<file path="config.mk">
export PLATFORM = sky130hd
export DESIGN_NAME = mwno_ctrl
export DESIGN_NICKNAME = d
export VERILOG_FILES = /design/src/rtl/mwno_pkg.sv /design/src/rtl/mwno_ctrl.sv
export SDC_FILE = /design/constraint.sdc
export NUM_CORES = 1
export LEC_CHECK = 0
export BUFFER_PORTS_ARGS = -buffer_cell sky130_fd_sc_hd__buf_2
export CORE_AREA = 2 2 39 41
export CTS_BUF_LIST = sky130_fd_sc_hd__clkbuf_4 sky130_fd_sc_hd__clkbuf_8
export CTS_CLUSTER_DIAMETER = 150
export DETAILED_ROUTE_END_ITERATION = 10
export DIE_AREA = 0 0 41 43
export HOLD_SLACK_MARGIN = 0.03
export PLACE_DENSITY_LB_ADDON = 0.3
export SLEW_MARGIN = 40
export SYNTH_ARGS = -nofsm -noshare
export SYNTH_HDL_FRONTEND = slang
export SYNTH_SLANG_ARGS = --single-unit
</file>
<file path="constraint.sdc">
create_clock -name i_clk -period 4.1 [get_ports i_clk]
set_clock_uncertainty 0.2 [all_clocks]
set_input_delay 0 -clock i_clk [delete_from_list [all_inputs] [get_ports i_clk]]
set_output_delay 0 -clock i_clk [all_outputs]
set_load 0.01 [all_outputs]
</file>
<file path="src/rtl/mwno_pkg.sv">
`default_nettype none
// ----------------------------------------------------------------------------
// mwno_pkg
// Shared types, codes and constants of the multi-waveform note oscillator.
// ----------------------------------------------------------------------------
package mwno_pkg;

    localparam logic FUNC_LOAD = 1'b0;
    localparam logic FUNC_TICK = 1'b1;

    localparam logic [1:0] WAVE_SINE  = 2'd0;
    localparam logic [1:0] WAVE_SAW   = 2'd1;
    localparam logic [1:0] WAVE_TRI   = 2'd2;
    localparam logic [1:0] WAVE_PULSE = 2'd3;

    localparam logic [1:0] CFG_WAVEFORM          = 2'd0;
    localparam logic [1:0] CFG_BIT_DEPTH         = 2'd1;
    localparam logic [1:0] CFG_SAMPLE_RATE       = 2'd2;
    localparam logic [1:0] CFG_SAMPLES_PER_COUNT = 2'd3;

    localparam logic [1:0] DIV_STEP = 2'd0;
    localparam logic [1:0] DIV_PER  = 2'd1;
    localparam logic [1:0] DIV_HI   = 2'd2;

    localparam int CFG_IDX_W  = 2;
    localparam int CFG_DATA_W = 20;
    localparam int WAVE_W     = 2;
    localparam int DEPTH_W    = 5;
    localparam int RATE_W     = 18;
    localparam int SPC_W      = 20;
    localparam int FREQ_W     = 23;
    localparam int COUNT_W    = 12;
    localparam int SAMPLE_W   = 24;
    localparam int LEN_W      = 18;
    localparam int PERIODS_W  = 24;
    localparam int BUDGET_W   = 32;
    localparam int DIVISOR_W  = 24;
    localparam int SINE_W     = 31;

    localparam logic [LEN_W-1:0] LEN_MAX = '1;
    localparam logic [63:0] Q30_ONE = 64'd1 << 30;
    localparam logic [63:0] SINE_COEF [6] = '{64'd3864, 64'd172275, 64'd5026995,
                                              64'd85569306, 64'd693598668,
                                              64'd1686629713};

    typedef struct packed {
        logic       load;
        logic       div_start;
        logic [1:0] div_sel;
        logic       div_store;
        logic       fin;
        logic       pulse_emit;
        logic       wave_s1;
        logic       wave_s2;
        logic       wave_s3;
        logic       wave_emit;
    } t_cmd;

    typedef struct packed {
        logic load_pulse;
        logic pulse_act;
        logic wave_act;
        logic div_done;
        logic out_free;
    } t_status;

    // Odd polynomial for one quarter-wave table entry, x in Q30.
    function automatic logic [SINE_W-1:0] sine_poly(input logic [63:0] x);
        logic [63:0] y;
        logic [63:0] p;
        logic [63:0] s;
        int          t;
        y = (x * x) >> 30;
        p = SINE_COEF[0];
        for (t = 1; t < 6; t++) begin
            p = SINE_COEF[t] - ((y * p) >> 30);
        end
        s = (x * p) >> 30;
        if (s > Q30_ONE) begin
            s = Q30_ONE;
        end
        return s[SINE_W-1:0];
    endfunction

endpackage
`default_nettype wire

</file>
<file path="src/rtl/mwno_ctrl.sv">
`default_nettype none
// ----------------------------------------------------------------------------
// mwno_ctrl
// Sequencer for note loads and sample ticks.
// ----------------------------------------------------------------------------
module mwno_ctrl (
    input  wire logic              i_clk,
    input  wire logic              i_rst_n,
    input  wire logic              i_note_valid,
    input  wire logic              i_note_func,
    output logic                   o_note_ready,
    input  wire mwno_pkg::t_status i_status,
    output mwno_pkg::t_cmd         o_cmd
);
    localparam logic [3:0] S_IDLE  = 4'd0;
    localparam logic [3:0] S_DIV1  = 4'd1;
    localparam logic [3:0] S_DIV1W = 4'd2;
    localparam logic [3:0] S_DIV2  = 4'd3;
    localparam logic [3:0] S_DIV2W = 4'd4;
    localparam logic [3:0] S_FIN   = 4'd5;
    localparam logic [3:0] S_PEMIT = 4'd6;
    localparam logic [3:0] S_W1    = 4'd7;
    localparam logic [3:0] S_W2    = 4'd8;
    localparam logic [3:0] S_W3    = 4'd9;
    localparam logic [3:0] S_WEMIT = 4'd10;

    logic [3:0] r_state;
    logic [3:0] n_state;
    logic       w_accept;

    assign o_note_ready = r_state == S_IDLE;
    assign w_accept     = i_note_valid && o_note_ready;

    always_comb begin
        n_state = r_state;
        o_cmd   = '0;
        o_cmd.div_sel = mwno_pkg::DIV_STEP;
        case (r_state)
            S_IDLE: begin
                if (w_accept) begin
                    if (i_note_func == mwno_pkg::FUNC_LOAD) begin
                        o_cmd.load = 1'b1;
                        n_state    = S_DIV1;
                    end else if (i_status.pulse_act) begin
                        n_state = S_PEMIT;
                    end else if (i_status.wave_act) begin
                        n_state = S_W1;
                    end
                end
            end
            S_DIV1: begin
                o_cmd.div_start = 1'b1;
                o_cmd.div_sel   = i_status.load_pulse ? mwno_pkg::DIV_PER : mwno_pkg::DIV_STEP;
                n_state         = S_DIV1W;
            end
            S_DIV1W: begin
                o_cmd.div_sel = i_status.load_pulse ? mwno_pkg::DIV_PER : mwno_pkg::DIV_STEP;
                if (i_status.div_done) begin
                    o_cmd.div_store = 1'b1;
                    n_state = i_status.load_pulse ? S_DIV2 : S_FIN;
                end
            end
            S_DIV2: begin
                o_cmd.div_start = 1'b1;
                o_cmd.div_sel   = mwno_pkg::DIV_HI;
                n_state         = S_DIV2W;
            end
            S_DIV2W: begin
                o_cmd.div_sel = mwno_pkg::DIV_HI;
                if (i_status.div_done) begin
                    o_cmd.div_store = 1'b1;
                    n_state         = S_FIN;
                end
            end
            S_FIN: begin
                o_cmd.fin = 1'b1;
                n_state   = S_IDLE;
            end
            S_PEMIT: begin
                if (i_status.out_free) begin
                    o_cmd.pulse_emit = 1'b1;
                    n_state          = S_IDLE;
                end
            end
            S_W1: begin
                o_cmd.wave_s1 = 1'b1;
                n_state       = S_W2;
            end
            S_W2: begin
                o_cmd.wave_s2 = 1'b1;
                n_state       = S_W3;
            end
            S_W3: begin
                o_cmd.wave_s3 = 1'b1;
                n_state       = S_WEMIT;
            end
            S_WEMIT: begin
                if (i_status.out_free) begin
                    o_cmd.wave_emit = 1'b1;
                    n_state         = S_IDLE;
                end
            end
            default: begin
                n_state = S_IDLE;
            end
        endcase
    end

    always_ff @(posedge i_clk) begin
        if (!i_rst_n) begin
            r_state <= S_IDLE;
        end else begin
            r_state <= n_state;
        end
    end
endmodule
`default_nettype wire

</file>
Word-level counts from Yosys, hierarchy flattened

Cells that the tools add are included.
W data, S select, Z words.

Equality and inequality tests: 15
Reduce and logical (&&, ||, !) cells: 8
Muxes and demuxes: 24
Divide/modulo/power cells: 0
Multiply operators: 0
Shifts and indexed selects: 0
Bitwise logic cells: 0
Magnitude comparators: 0
Add/sub/neg operators: 0

Operator list:

| cell                 | number |
|---|---|
| $pmux W4 S9          | 1 |
| $mux W4              | 7 |
| $eq A4 B3 Y1 const B | 4 |
| $mux W1              | 14 |
| $eq A4 B4 Y1 const B | 3 |
| $reduce_or A2 Y1     | 5 |
| $eq A4 B2 Y1 const B | 2 |
| $reduce_and A5 Y1    | 1 |
| $eq A4 B1 Y1 const B | 1 |
| $logic_not A4 Y1     | 1 |
| $ne A2 B1 Y1 const B | 2 |
| $ne A2 B2 Y1 const B | 2 |
| $ne A4 B2 Y1 const B | 1 |
| $pmux W2 S2          | 1 |
| $mux W3              | 1 |
| $logic_and A1 B1 Y1  | 1 |

Memory bits (read-only): 0
Memories kept: 0
RAM bits: 0
Latch bits: 0
Input port bits: 9
Register bits after elaboration: 4
Word-level logic and storage cells: 48

Longest topological paths before layout

Word-level depth: 5
Depth in mapped cells: 5
Gate-level depth less buffers: 4

Worst setup path after synthesis

OpenSTA, ideal clock, no wires.

Path kind: reg2reg
Start point: reg r_state[2]
End point: reg r_state[2]
Data arrival time: 1382 ps
Setup slack: 2417 ps
Path buffers: 0
Stages on the path, launching flop included: 5
Path through: dfxtp_1 inv_2 or4_4 a2111o_1 o41ai_1

Longest elaborated chain between the ends: 4
Elaborated cells on any way between the ends: 19
Those cells by class: 14 x eq/ne; 1 x mux; 4 x reduce/logical

RTL lines:

| item                                                                     | line             | source |
|---|---|---|
| start: declaration                                                       | mwno_ctrl.sv:27  | `logic [3:0] r_state;` |
| start signal: assignment                                                 | mwno_ctrl.sv:113 | `r_state <= n_state;` |
| $eq A4 B4 Y1 (tied with other cells)                                     | mwno_ctrl.sv:38  | `case (r_state)` |
| $reduce_or A2 Y1 (no line) / $logic_and A1 B1 Y1 (equally long branches) | n/a              |  |
| $ne A2 B1 Y1 (no line)                                                   | n/a              |  |
| $reduce_and A5 Y1 (no line)                                              | n/a              |  |

Parallel ways exist; a longest one is shown, timed or not.
A chain may end at the register's enable or synchronous reset.

Worst setup path after layout

Ends and elaborated chain as after synthesis.

==> impl_metrics.toml <==
[yosys]
ys.flop_type = "dfxtp_1"
synth_area_um2 = 409
yosysMostFrequentCell = "nor2_1"
synth_top_area_cell = "dfxtp_1"
synth-edff-count = 0
synthTopCellsByCount = "7 x nor2_1, 5 x inv_1, 5 x nor4_1"
yosys-top-cells-area = "dfxtp_1 20%, nor4_1 7.6%, nor2_1 6.4%, nor3b_1 5.5%, inv_1 4.6%"
async_flop_share_pct = 0
syn_nets = 69
yosys_register_bits = 4
ys_seq_area_share_pct = 19.6
syn_area_per_cell_um2 = 6.82
yosys_warnings = 0
synth_top_area_share_pct = 19.6
netlist-cell-type-count = 26
synth_cells = 60

[power_and_ir_drop]
power_frac_comb_pct = 55.1
ir_drop_uv = 289
pwr-share-seq_pct = 30.9
switching_share_pct = 48.6
internal_power_mw = 0.176
clock_power_share_pct = 13.9
p_leak_nw = 0.259
power_density_mw_per_mm2 = 595
p_sw_mw = 0.167

[floorplan]
initial_core_util_pct = 29.6
core_mm2 = 0.00138
rows = 14
dieArea_mm2 = 0.00176
die_x_um = 41
io_pins = 21
fp.dieH_um = 43

[routing]
routed_wirelength_um = 1120
drc = 0
drt_pass1_iterations = 3
wl_per_cell_um = 11.3
drtIter0Drc = 4
vias_per_cell = 5.45
via_count = 540
drtAntennaViolNets = 0

[placement]
dp_slack_ns = 2.05
place_area_um2 = 514
gp_congestion = 0.773
io_buffers = 20

[cells_and_area]
regMostFlops = "r_state"
nets = 94
multi_input_area_um2 = 292
fill_cells = 171
fin_util_pct = 41.7
register_area_um2 = 80.1
drive_above_1_share_pct = 30.1
syn_to_final_growth_pct = 41.0
stdcell_area_um2 = 577
n_antenna_cell = 0
top_regs = "r_state x4"
largest_reg_flops = 4

[sta]
maxSlewViolCount = 0
rsz0062_at_grt = "false"
layout_setup_ws_ns = 1.49
worstMarginPinSlew_ns = 0.524
fin_crit_ns = 2.61
tns_ns = 0
finalCritPeriodShare_pct = 63.6
max_freq_mhz = 384
relSlewSlack_pct = 65.0
hold_viol_final = 0
setup_viol = 0

[worst_setup_path]
regToRegEndpoint = "r_state[2]$_SDFFE_PN0P_"
arrival_ns = 2.58
cp.required_ns = 4.07
end_kind = "register"
crit_type = "register to register"
r2r_cells = 5
startpoint_type = "register"
rrSetupSlack_ns = 1.49
cp_max_fo = 14
r2r-start = "r_state[2]$_SDFFE_PN0P_"

[global_routing]
overflow = 0
grt_pass1_vias = 453
grt_max_degree = 17
grt_pass1_wl_um = 1810
antenna_found_initial = 0
grt_usage_pct = 14.7

[worst_hold_path]
min_from = "i_status[4]"
hold_class = "primary input to register"
hold_end = "r_state[1]$_SDFFE_PN0P_"
whs_path_depth = 4

[flow_run]
max_cap_violations = 0

[clock_network]
clockBufferDepth = 2
cts_sinks = 4
root_buffer = "clkbuf_4"
htreeDepth = 1
worst_skew_pair.late_latency_ns = 0.23
post_cts_resized = 0
cts_tree = "done"
post_cts_buffers = 0
numCtsBuffers = 3
clk_pin_slew_ns = 0.04
cts-hold-fix-buffers = 4

[run_status]
status = "completed"
worst max path at each step:
stage	from	to	cells past startpoint
4_1_cts	r_state[2]$_SDFFE_PN0P_	r_state[2]$_SDFFE_PN0P_	5
2_1_floorplan	r_state[2]$_SDFFE_PN0P_	r_state[2]$_SDFFE_PN0P_	4
6_report	r_state[2]$_SDFFE_PN0P_	r_state[2]$_SDFFE_PN0P_	5
3_5_place_dp	r_state[2]$_SDFFE_PN0P_	r_state[2]$_SDFFE_PN0P_	4
3_3_place_gp	r_state[2]$_SDFFE_PN0P_	r_state[2]$_SDFFE_PN0P_	4
5_1_grt	r_state[2]$_SDFFE_PN0P_	r_state[2]$_SDFFE_PN0P_	5
power by group through the flow:
| stage | Combinational (mW) | Sequential (mW) | Clock (mW) |
|---|---|---|---|
| global route | 0.214 | 0.111 | 0.0538 |
| CTS | 0.190 | 0.105 | 0.0506 |
| detailed placement | 0.178 | 0.106 | 0 |
| finish | 0.189 | 0.106 | 0.0478 |
| floorplan | 0.157 | 0.0674 | 0 |
| global placement | 0.177 | 0.105 | 0 |
layout make-up:
cell class                 instances  share of cell area [%]
tap                               16                    3.47
timing repair buffer              24                    24.3
multi-input combinational         46                    50.5
sequential                         4                    13.9
inverter                           6                    3.90
clock buffer                       3                    3.90
logic make-up (layout without fill, tap and decap cells):
| kind of cell | after synthesis | in the layout | share of synthesized area (%) |
|---|---|---|---|
| buffers and inverters | 10 | 33 | 9.17 |
| xor gates and xnor gates | 2 | 2 | 4.28 |
| and+or+nand+nor | 28 | 28 | 39.1 |
| AOI/OAI and AO/OA | 15 | 15 | 25.4 |
| DFF | 4 | 4 | 19.6 |
| muxes | 1 | 1 | 2.45 |
cells in the final DEF, fill, tap and decap left out:
cell,netlist,layout
a2111o_1,1,1
a211oi_1,1,1
a21o_1,1,1
a21oi_1,3,3
a31oi_1,2,2
and3_1,2,2
buf_2,0,20
clkbuf_4,0,3
dfxtp_1,4,4
dlygate4sd3_1,0,4
inv_1,5,5
inv_2,1,1
mux2i_1,1,1
nand2_1,2,2
nand3_1,3,3
nor2_1,7,7
nor2b_1,1,1
nor3_1,2,2
nor3b_1,3,3
nor4_1,5,5
nor4bb_1,1,1
o2111ai_1,1,1
o21ai_0,3,3
o311ai_0,1,1
o41ai_1,2,2
or4_1,1,1
or4_4,1,1
xor2_1,2,2
worst max-delay path, cell delays in order (launching register included):
cell and delay, ns:
dfxtp_1 0.64, inv_2 0.15, or4_4 0.54, a2111o_1 0.37, o41ai_1 0.06, dlygate4sd3_1 0.59
metal layers:
metal | GRT usage [%] | vias up | share of wire [%]
li1 | - | 274 | -
met1 | 18.8 | 251 | 47
met2 | 22.8 | 15 | 48
met3 | 6.28 | 0 | 5.5
met4 | 2.00 | 0 | 0
met5 | 0 | - | 0
metrics by stage:
stage                     total power [mW]  hold slack, ns  cells
final                                0.343          0.0413     99
after global routing                 0.378          0.0505     99
after CTS                            0.346          0.0355     99
after detailed placement             0.283          0.0746     92
after global placement               0.281          0.0730     92
after floorplan                      0.225          -0.150     60
(Power assumes the default switching activity.)
